**config.mk**
```make
export PLATFORM = sky130hd
export DESIGN_NAME = bgp_session_fsm
export DESIGN_NICKNAME = d
export VERILOG_FILES = /design/src/hdl/bgps_pkg.sv /design/src/hdl/bgps_cfg_regs.sv /design/src/hdl/bgps_fsm.sv /design/src/hdl/bgp_session_fsm.sv
export SDC_FILE = /design/constraint.sdc
export NUM_CORES = 1
export LEC_CHECK = 0
export BUFFER_PORTS_ARGS = -buffer_cell sky130_fd_sc_hd__buf_2
export CAP_MARGIN = 0
export CORE_MARGIN = 3
export CORE_UTILIZATION = 47
export DETAILED_ROUTE_END_ITERATION = 16
export PLACE_DENSITY = 0.68
export SLEW_MARGIN = 20
export SYNTH_ARGS = -nofsm -noshare
export SYNTH_HDL_FRONTEND = slang
export SYNTH_SLANG_ARGS = --single-unit
```
**constraint.sdc**
```tcl
create_clock -name clk -period 6.8 [get_ports clk]
set_input_delay 0.68 -clock clk [delete_from_list [all_inputs] [get_ports clk]]
set_output_delay 0.68 -clock clk [all_outputs]
set_load 0.005 [all_outputs]
```
**src/hdl/bgps_pkg.sv**
```systemverilog
// ----------------------------------------------------------------------------
// bgps_pkg
// Shared types and constants of the BGP session state machine: state and
// event codes, action mask bits, register indexes and the result struct.
// ----------------------------------------------------------------------------
package bgps_pkg;

    // Session states
    typedef enum logic [2:0] {
        ST_IDLE        = 3'd0,
        ST_CONNECT     = 3'd1,
        ST_ACTIVE      = 3'd2,
        ST_OPENSENT    = 3'd3,
        ST_OPENCONFIRM = 3'd4,
        ST_ESTABLISHED = 3'd5
    } state_t;

    // Session events
    typedef enum logic [3:0] {
        EV_START         = 4'd0,
        EV_STOP          = 4'd1,
        EV_TCP_OPEN      = 4'd2,
        EV_TCP_CLOSED    = 4'd3,
        EV_TCP_FAILED    = 4'd4,
        EV_TCP_FATAL     = 4'd5,
        EV_RETRY_EXPIRED = 4'd6,
        EV_HOLD_EXPIRED  = 4'd7,
        EV_KA_EXPIRED    = 4'd8,
        EV_RX_OPEN       = 4'd9,
        EV_RX_KEEPALIVE  = 4'd10,
        EV_RX_UPDATE     = 4'd11,
        EV_RX_NOTIFY     = 4'd12
    } cmd_t;

    // Configuration register indexes
    typedef enum logic [1:0] {
        REG_RETRY_LOAD = 2'd0,
        REG_HOLD_LOAD  = 2'd1,
        REG_KA_LOAD    = 2'd2
    } reg_idx_t;

    localparam int ACT_W   = 13;
    localparam int TIMER_W = 16;

    typedef logic [ACT_W-1:0]   act_t;
    typedef logic [TIMER_W-1:0] timer_t;

    // Action mask bits
    localparam act_t ACT_INIT         = act_t'(1) << 0;
    localparam act_t ACT_RELEASE      = act_t'(1) << 1;
    localparam act_t ACT_TCP_OPEN     = act_t'(1) << 2;
    localparam act_t ACT_TCP_DROP     = act_t'(1) << 3;
    localparam act_t ACT_COMPLETE     = act_t'(1) << 4;
    localparam act_t ACT_TX_OPEN      = act_t'(1) << 5;
    localparam act_t ACT_TX_KEEPALIVE = act_t'(1) << 6;
    localparam act_t ACT_TX_NOTIFY    = act_t'(1) << 7;
    localparam act_t ACT_TX_UPDATE    = act_t'(1) << 8;
    localparam act_t ACT_RETRY_START  = act_t'(1) << 9;
    localparam act_t ACT_RETRY_STOP   = act_t'(1) << 10;
    localparam act_t ACT_HOLD_RESTART = act_t'(1) << 11;
    localparam act_t ACT_KA_RESTART   = act_t'(1) << 12;

    localparam act_t ABORT_ACTS = ACT_TCP_DROP | ACT_RELEASE | ACT_TX_NOTIFY;

    localparam timer_t LOAD_RESET = timer_t'(120);

    // Timer load values held by the register file
    typedef struct packed {
        timer_t retry_load;
        timer_t hold_load;
        timer_t ka_load;
    } loads_t;

    // One result beat
    typedef struct packed {
        state_t next_state;
        logic   discarded;
        act_t   action_mask;
        timer_t timer_value;
    } result_t;

endpackage

```
**src/hdl/bgps_cfg_regs.sv**
```systemverilog
// ----------------------------------------------------------------------------
// bgps_cfg_regs
// Timer load registers, written through a valid/ready port. Writes to an
// index outside the register list are taken and dropped.
// ----------------------------------------------------------------------------
module bgps_cfg_regs
    import bgps_pkg::*;
(
    input  logic         clk,
    input  logic         rst_n,
    input  logic         cfg_valid,
    output logic         cfg_ready,
    input  logic [1:0]   cfg_index,
    input  logic [15:0]  cfg_data,
    output loads_t       loads
);

    loads_t loads_reg;

    // Always able to take a write
    assign cfg_ready = 1'b1;

    // Update the addressed register
    always_ff @(posedge clk or negedge rst_n)
    begin
        if (!rst_n)
        begin
            loads_reg.retry_load <= LOAD_RESET;
            loads_reg.hold_load  <= LOAD_RESET;
            loads_reg.ka_load    <= LOAD_RESET;
        end
        else if (cfg_valid)
        begin
            unique case (reg_idx_t'(cfg_index))
                REG_RETRY_LOAD: loads_reg.retry_load <= cfg_data;
                REG_HOLD_LOAD:  loads_reg.hold_load  <= cfg_data;
                REG_KA_LOAD:    loads_reg.ka_load    <= cfg_data;
                default:        ;
            endcase
        end
    end

    assign loads = loads_reg;

endmodule

```
**src/hdl/bgps_fsm.sv**
```systemverilog
// ----------------------------------------------------------------------------
// bgps_fsm
// Session state register and transition logic. Decides one event per cycle
// when step is high and commits the new state at the same edge.
// ----------------------------------------------------------------------------
module bgps_fsm
    import bgps_pkg::*;
(
    input  logic         clk,
    input  logic         rst_n,
    input  logic         step,
    input  logic [3:0]   cmd,
    input  logic         open_ok,
    input  logic         upd_ok,
    input  loads_t       loads,
    output result_t      res
);

    state_t state_reg;
    state_t state_next;
    act_t   acts;
    timer_t tv;
    logic   disc;

    // Hold the session state; advance on each decided event
    always_ff @(posedge clk or negedge rst_n)
    begin
        if (!rst_n)
        begin
            state_reg <= ST_IDLE;
        end
        else if (step)
        begin
            state_reg <= state_next;
        end
    end

    // Transition table
    always_comb
    begin
        state_next = state_reg;
        acts       = '0;
        tv         = '0;
        disc       = 1'b0;

        unique case (state_reg)
            ST_IDLE:
            begin
                if (cmd_t'(cmd) == EV_START)
                begin
                    acts       = ACT_INIT | ACT_RETRY_START | ACT_TCP_OPEN;
                    tv         = loads.retry_load;
                    state_next = ST_CONNECT;
                end
                else
                begin
                    disc = 1'b1;
                end
            end

            ST_CONNECT, ST_ACTIVE:
            begin
                unique case (cmd_t'(cmd))
                    EV_START: disc = 1'b1;
                    EV_TCP_OPEN:
                    begin
                        acts       = ACT_COMPLETE | ACT_RETRY_STOP | ACT_TX_OPEN;
                        tv         = loads.retry_load;
                        state_next = ST_OPENSENT;
                    end
                    EV_TCP_FAILED:
                    begin
                        acts = ACT_RETRY_STOP | ACT_RETRY_START;
                        if (state_reg == ST_ACTIVE)
                        begin
                            acts = acts | ACT_TCP_DROP;
                        end
                        tv         = loads.retry_load;
                        state_next = ST_ACTIVE;
                    end
                    EV_RETRY_EXPIRED:
                    begin
                        acts       = ACT_RETRY_STOP | ACT_RETRY_START | ACT_TCP_OPEN;
                        tv         = loads.retry_load;
                        state_next = ST_CONNECT;
                    end
                    EV_STOP, EV_TCP_CLOSED, EV_TCP_FATAL, EV_HOLD_EXPIRED,
                    EV_KA_EXPIRED, EV_RX_OPEN, EV_RX_KEEPALIVE, EV_RX_UPDATE,
                    EV_RX_NOTIFY:
                    begin
                        acts       = ACT_RELEASE;
                        state_next = ST_IDLE;
                    end
                    default: disc = 1'b1;
                endcase
            end

            ST_OPENSENT:
            begin
                unique case (cmd_t'(cmd))
                    EV_START: disc = 1'b1;
                    EV_TCP_CLOSED:
                    begin
                        acts       = ACT_TCP_DROP | ACT_RETRY_STOP | ACT_RETRY_START;
                        tv         = loads.retry_load;
                        state_next = ST_ACTIVE;
                    end
                    EV_TCP_FATAL:
                    begin
                        acts       = ACT_RELEASE;
                        state_next = ST_IDLE;
                    end
                    EV_RX_OPEN:
                    begin
                        if (open_ok)
                        begin
                            acts       = ACT_TX_KEEPALIVE;
                            state_next = ST_OPENCONFIRM;
                        end
                        else
                        begin
                            acts       = ACT_TX_NOTIFY;
                            state_next = ST_IDLE;
                        end
                    end
                    EV_STOP, EV_TCP_OPEN, EV_TCP_FAILED, EV_RETRY_EXPIRED,
                    EV_HOLD_EXPIRED, EV_KA_EXPIRED, EV_RX_KEEPALIVE,
                    EV_RX_UPDATE, EV_RX_NOTIFY:
                    begin
                        acts       = ABORT_ACTS;
                        state_next = ST_IDLE;
                    end
                    default: disc = 1'b1;
                endcase
            end

            ST_OPENCONFIRM:
            begin
                unique case (cmd_t'(cmd))
                    EV_START: disc = 1'b1;
                    EV_TCP_CLOSED, EV_TCP_FATAL:
                    begin
                        acts       = ACT_RELEASE;
                        state_next = ST_IDLE;
                    end
                    EV_KA_EXPIRED:
                    begin
                        acts       = ACT_KA_RESTART;
                        tv         = loads.ka_load;
                        state_next = ST_OPENCONFIRM;
                    end
                    EV_RX_KEEPALIVE:
                    begin
                        acts       = ACT_COMPLETE | ACT_HOLD_RESTART;
                        tv         = loads.hold_load;
                        state_next = ST_ESTABLISHED;
                    end
                    EV_RX_NOTIFY:
                    begin
                        acts       = ACT_TCP_DROP | ACT_RELEASE;
                        state_next = ST_IDLE;
                    end
                    EV_STOP, EV_TCP_OPEN, EV_TCP_FAILED, EV_RETRY_EXPIRED,
                    EV_HOLD_EXPIRED, EV_RX_OPEN, EV_RX_UPDATE:
                    begin
                        acts       = ABORT_ACTS;
                        state_next = ST_IDLE;
                    end
                    default: disc = 1'b1;
                endcase
            end

            ST_ESTABLISHED:
            begin
                unique case (cmd_t'(cmd))
                    EV_START, EV_TCP_CLOSED, EV_TCP_FATAL, EV_KA_EXPIRED:
                    begin
                        disc = 1'b1;
                    end
                    EV_RX_KEEPALIVE:
                    begin
                        acts       = ACT_HOLD_RESTART;
                        tv         = loads.hold_load;
                        state_next = ST_ESTABLISHED;
                    end
                    EV_RX_UPDATE:
                    begin
                        if (upd_ok)
                        begin
                            acts       = ACT_TX_UPDATE;
                            state_next = ST_ESTABLISHED;
                        end
                        else
                        begin
                            acts       = ACT_TX_NOTIFY;
                            state_next = ST_IDLE;
                        end
                    end
                    EV_RX_NOTIFY:
                    begin
                        acts       = ACT_TCP_DROP | ACT_RELEASE;
                        state_next = ST_IDLE;
                    end
                    EV_STOP, EV_TCP_OPEN, EV_TCP_FAILED, EV_RETRY_EXPIRED,
                    EV_HOLD_EXPIRED, EV_RX_OPEN:
                    begin
                        acts       = ABORT_ACTS;
                        state_next = ST_IDLE;
                    end
                    default: disc = 1'b1;
                endcase
            end

            // Unused state codes: drop every event
            default: disc = 1'b1;
        endcase

        // A dropped event keeps the state and requests nothing
        if (disc)
        begin
            state_next = state_reg;
            acts       = '0;
            tv         = '0;
        end
    end

    assign res.next_state  = state_next;
    assign res.discarded   = disc;
    assign res.action_mask = acts;
    assign res.timer_value = tv;

    // A dropped event leaves the state untouched
    a_disc_keeps_state: assert property (@(posedge clk) disable iff (!rst_n)
        step && disc |=> state_reg == $past(state_reg))
        else $error("dropped event changed session state");

    // A timer value only comes with a timer action
    a_tv_has_timer: assert property (@(posedge clk) disable iff (!rst_n)
        tv != '0 |-> (acts & (ACT_RETRY_START | ACT_RETRY_STOP |
                              ACT_HOLD_RESTART | ACT_KA_RESTART)) != '0)
        else $error("timer value without timer action");

    // The committed state is the one reported
    a_state_follows: assert property (@(posedge clk) disable iff (!rst_n)
        step |=> state_reg == $past(state_next))
        else $error("state register does not follow reported next state");

endmodule

```
**src/hdl/bgp_session_fsm.sv**
```systemverilog
// ----------------------------------------------------------------------------
// bgp_session_fsm
// BGP session state machine: one event beat in, one result beat out.
// ----------------------------------------------------------------------------
// Pipeline: an accepted event beat passes the input register, then the result
// register, on its way to the outputs.
// Throughput: one event per cycle while the result side does not stall; the session
// state loop closes through the transition table between input and result registers.
// Reset: session state Idle, all timer loads 120, both pipeline stages empty.
// ----------------------------------------------------------------------------
module bgp_session_fsm
    import bgps_pkg::*;
(
    input  logic         clk,
    input  logic         rst_n,
    // Event channel
    input  logic         in_valid,
    output logic         in_stall,
    input  logic [3:0]   cmd,
    input  logic         open_accepted,
    input  logic         update_accepted,
    // Result channel
    output logic         out_valid,
    input  logic         out_stall,
    output logic [2:0]   next_state,
    output logic         discarded,
    output logic [12:0]  action_mask,
    output logic [15:0]  timer_value,
    // Configuration write channel
    input  logic         cfg_valid,
    output logic         cfg_ready,
    input  logic [1:0]   cfg_index,
    input  logic [15:0]  cfg_data
);

    logic        in_valid_reg;
    logic [3:0]  cmd_reg;
    logic        open_ok_reg;
    logic        upd_ok_reg;
    logic        out_valid_reg;
    result_t     res_reg;
    result_t     res;
    loads_t      loads;
    logic        out_adv;
    logic        step;

    // Result register advances when empty or taken downstream
    assign out_adv  = !out_valid_reg || !out_stall;
    assign step     = in_valid_reg && out_adv;
    assign in_stall = in_valid_reg && !out_adv;

    // Input register
    always_ff @(posedge clk or negedge rst_n)
    begin
        if (!rst_n)
        begin
            in_valid_reg <= 1'b0;
        end
        else if (!in_stall)
        begin
            in_valid_reg <= in_valid;
        end
    end

    always_ff @(posedge clk)
    begin
        if (!in_stall && in_valid)
        begin
            cmd_reg     <= cmd;
            open_ok_reg <= open_accepted;
            upd_ok_reg  <= update_accepted;
        end
    end

    // Timer load registers
    bgps_cfg_regs u_cfg (
        .clk       (clk),
        .rst_n     (rst_n),
        .cfg_valid (cfg_valid),
        .cfg_ready (cfg_ready),
        .cfg_index (cfg_index),
        .cfg_data  (cfg_data),
        .loads     (loads)
    );

    // Transition logic and session state
    bgps_fsm u_fsm (
        .clk     (clk),
        .rst_n   (rst_n),
        .step    (step),
        .cmd     (cmd_reg),
        .open_ok (open_ok_reg),
        .upd_ok  (upd_ok_reg),
        .loads   (loads),
        .res     (res)
    );

    // Result register
    always_ff @(posedge clk or negedge rst_n)
    begin
        if (!rst_n)
        begin
            out_valid_reg <= 1'b0;
        end
        else if (out_adv)
        begin
            out_valid_reg <= in_valid_reg;
        end
    end

    always_ff @(posedge clk)
    begin
        if (step)
        begin
            res_reg <= res;
        end
    end

    assign out_valid   = out_valid_reg;
    assign next_state  = res_reg.next_state;
    assign discarded   = res_reg.discarded;
    assign action_mask = res_reg.action_mask;
    assign timer_value = res_reg.timer_value;

    // A decided event always lands in the result register
    a_step_fills_out: assert property (@(posedge clk) disable iff (!rst_n)
        step |=> out_valid_reg)
        else $error("decided event did not reach result register");

endmodule

```
Word level (Yosys, flattened, before mapping)

Cells that the tools add are included.

Flip-flop bits (word level): 92
Bits of input ports: 29
Logic and storage cells: 87

Eq/ne operators: 19
Muxes and demuxes: 28
Reduce and logical (&&, ||, !) cells: 27

Operators by type and width:

| kind               | count |
|---|---|
| $pmux 13 s4        | 3 |
| $pmux 13 s5        | 2 |
| $pmux 16 s5        | 1 |
| $mux 16            | 4 |
| $pmux 16 s2        | 1 |
| $pmux 3 s3         | 3 |
| $reduce_or 9->1    | 3 |
| $eq 4x4->1 const B | 5 |
| $reduce_or 10->1   | 2 |
| $eq 4x3->1 const B | 4 |
| $pmux 3 s5         | 1 |
| $reduce_or 7->1    | 2 |
| $mux 3             | 4 |
| $pmux 3 s4         | 1 |
| $reduce_or 12->1   | 1 |
| $mux 10            | 1 |
| $mux 9             | 1 |
| $eq 4x2->1 const B | 2 |
| $mux 8             | 1 |
| $eq 3x2->1 const B | 2 |
| $eq 3x3->1 const B | 2 |
| $reduce_and 2->1   | 3 |
| $reduce_or 6->1    | 1 |
| $eq 4x1->1 const B | 1 |
| 15 further kinds   | 23 |

Depth between registers and ports, before layout

Depth after elaboration: 6
Depth in mapped cells: 7

Hierarchy

Synthesis repeated with hierarchy kept, for this count alone.

Cell total of the unflattened synthesis: 348
Area total of the unflattened synthesis: 4445.5 um2

By module, submodules not included:

| module          | instances | cells each | area an instance (um2) | seq. area each (um2) |
|---|---|---|---|---|
| bgps_cfg_regs   | 1         | 104        | 1841.8                 | 1216.2 |
| bgps_fsm        | 1         | 197        | 1340.0                 | 75.1 |
| bgp_session_fsm | 1         | 47         | 1263.7                 | 1221.2 |

Worst setup path after synthesis

OpenSTA, ideal clock, no wires.

Kind: in2reg
Start point: input port out_stall
End point: register u_fsm.state_reg[0]
Arrival time: 3.172 ns
Data required time: 6.704 ns
Path slack: 3.532 ns
Stages on the path: 5
Buffers on the path: 0
Cells stage by stage: a21boi_1 > o21ai_0 > a21oi_1 > a31oi_1 > a31oi_1

Cells in the longest elaborated chain, start to end: 3

RTL lines:

| element              | line                  | source |
|---|---|---|
| start, declared      | bgp_session_fsm.sv:24 | `input logic out_stall,` |
| $logic_not 1->1      | bgp_session_fsm.sv:48 | `assign out_adv = !out_valid_reg \|\| !out_stall;` |
| $logic_or 1x1->1     | bgp_session_fsm.sv:48 |  |
| $logic_and 1x1->1    | bgp_session_fsm.sv:49 | `assign step = in_valid_reg && out_adv;` |
| end signal, assigned | bgps_fsm.sv:34        | `state_reg <= state_next;` |
| end, declared        | bgps_fsm.sv:19        | `state_t state_reg;` |

Every way passes these cells.
A chain may end at the register's enable or synchronous reset.

==> flow_summary.json <==
{
  "status": "completed",
  "num_antenna_cells": 0,
  "dp_hpwl_um": 5460,
  "final_nets": 413,
  "ys_ff_latch": 92,
  "hold_class": "in2async",
  "place_congestion": 0.876,
  "yosysTopAreaCell": "edfxtp_1",
  "post_cts_buffers": 0,
  "drive_gt1_frac": 0.406,
  "rsz0062_at_grt": "false",
  "cp.arrival_ns": 2.90,
  "vdd_drop_max_mv": 0.143,
  "finalPower_mw": 1.47,
  "max_cap_viol_count": 0,
  "clock_latency_ns": 0.36,
  "worst-r2r-cell-count": 5,
  "htreeDepth": 3,
  "wl_per_cell_um": 16.9,
  "cts_resized": 0,
  "die_x_um": 102,
  "clockBufferDepth": 2,
  "synth.distinct_cells": 63,
  "grt_usage": 0.177,
  "worstSetupEndpointType": "register",
  "io-pin-count": 65,
  "power.density_nw_per_um2": 303,
  "largest_register_ffs": 48,
  "p_leak_nw": 2.11,
  "cts_buffers": 9,
  "grt_max_degree": 54,
  "slew_headroom": 0.291,
  "yosysWarnings": 0,
  "cts_tree": "built",
  "max_freq_mhz": 369,
  "grt_overflow": 0,
  "setup_viol": 0,
  "netlist_area_um2": 4310,
  "cts_hold_buf": 0,
  "worst_clock_skew_ns": 0.0170,
  "fin_setup_tns_ns": 0,
  "finalHoldViolations": 0,
  "rows": 34,
  "synth_ff_type": "dfrtp_1",
  "grt_pass1_wl_um": 14100,
  "die_h_um": 102,
  "firstDrtPassIters": 4,
  "synth_edf_count": 39,
  "start_util": 0.489,
  "dieArea_um2": 10300,
  "viasPerCell": 5.68,
  "clk_pin_slew_ns": 0.10,
  "synth.area.top_cells": "edfxtp_1 (27%), dfrtp_1 (24%), mux2_2 (13%)",
  "drt_iter0_markers": 155,
  "async_flop_share": 0.576,
  "numClockSinks": 92,
  "core-area_um2": 8810,
  "final_cell_mix": "buf_2 (63), mux2_2 (49), dfrtp_1 (41), edfxtp_1 (39), nor2_1 (20)",
  "setup.worst_path.class": "reg2reg",
  "drv_slew": 0,
  "avgSynthCellArea_um2": 13.1,
  "period_share": 0.398,
  "drt-total-wl_um": 8400,
  "synth_top_area_frac": 0.272,
  "cts_root_buf": "clkbuf_8",
  "final_common_cell": "buf_2",
  "syn_inst": 329,
  "fin_util": 0.551,
  "synth.yosys.seq_area_share": 0.584,
  "port_buffers": 63,
  "startpoint_type": "register",
  "antenna_found_initial": 0,
  "required_ns": 6.99,
  "grt_pass1_vias": 2807,
  "vias": 2822,
  "drc_errors": 0,
  "ant_nets": 0,
  "crit_fanout": 24,
  "area_growth_pct": 12.6,
  "synth_nets": 358,
  "worst-slew-pin-transition_ns": 1.06,
  "finalCriticalPeriod_ns": 2.71
}
[synthesized netlist by cell type, drive strengths merged (2+ instances only)]
cell type,instances
a22o,18
nor4,4
inv,7
buf,16
nand3,3
o31ai,2
edfxtp,39
nor2b,7
nor3b,2
o21ai,13
nand2,14
dfrtp,41
a31oi,2
or3b,2
clkbuf,6
nand3b,2
a21o,18
nor2,20
a21oi,9
nor3,4
mux2,49
a211oi,3
nand2b,4
dfstp,12
and2,2
and3,2
[cells by family after synthesis]
family / after synthesis / share of synthesized area
flip-flops: 92 / 0.584
AO/OA/AOI/OAI: 82 / 0.144
AND/OR/NAND/NOR: 73 / 0.0979
multiplexers: 50 / 0.130
buffers and inverters: 29 / 0.0384
adder cells (fa/ha/maj): 1 / 0.00232
other: 1 / 0.000871
XOR/XNOR: 1 / 0.00203
[metal layers]
| metal | routed length [µm] | GRT usage |
|---|---|---|
| met4 | 126 | 0.0665 |
| met3 | 499 | 0.0358 |
| met2 | 3820 | 0.264 |
| met5 | 0 | 0 |
| met1 | 3960 | 0.256 |
[per-stage QoR]
stage | setup WS (ns) | cells | hold slack, ns | instance area [µm²]
4_1_cts | 4.11 | 497 | 0.440 | 4850
6_report | 4.09 | 497 | 0.417 | 4850
5_1_grt | 3.90 | 497 | 0.456 | 4850
3_5_place_dp | 4.13 | 481 | 0.480 | 4650
3_3_place_gp | 4.15 | 481 | 0.462 | 4650
2_1_floorplan | 3.53 | 329 | 0.384 | 4310
[area by class of cell]
class	instances	area [µm²]
Clock buffer	10	128
Clock inverter	6	70.1
Fill cell	757	3960
Inverter	7	26.3
Multi-Input combinational cell	208	1640
Sequential cell	92	2510
Tap cell	108	135
Timing Repair Buffer	66	338
[final timing paths]
path | from | to | slack [ns]
max | cmd_reg[1] | next_state[0] | 4.09
min | rst_n | u_cfg.loads[42] | 0.42
max reg2reg | cmd_reg[1] | next_state[0] | 4.09
min reg2reg | in_valid_reg | out_valid | 0.49
min in group clk | in_valid_reg | out_valid | 0.49
max in group asynchronous | rst_n | u_cfg.loads[32] | 5.91
[where the power goes]
| part | total, mW | switching, mW | leakage [nW] | internal (mW) |
|---|---|---|---|---|
| combinational | 0.322 | 0.164 | 1.02 | 0.158 |
| clock | 0.370 | 0.195 | 0.0982 | 0.174 |
| sequential | 0.779 | 0.0806 | 0.997 | 0.698 |
| total | 1.47 | 0.440 | 2.11 | 1.03 |
[critical path: stages (launching register included)]
cell and delay (ns):
edfxtp_1 0.86, nor2b_1 0.37, and3_1 0.76, and2_1 0.29
a2111oi_2 0.07, a21oi_1 0.18
Power figures use the tool's default switching activity.
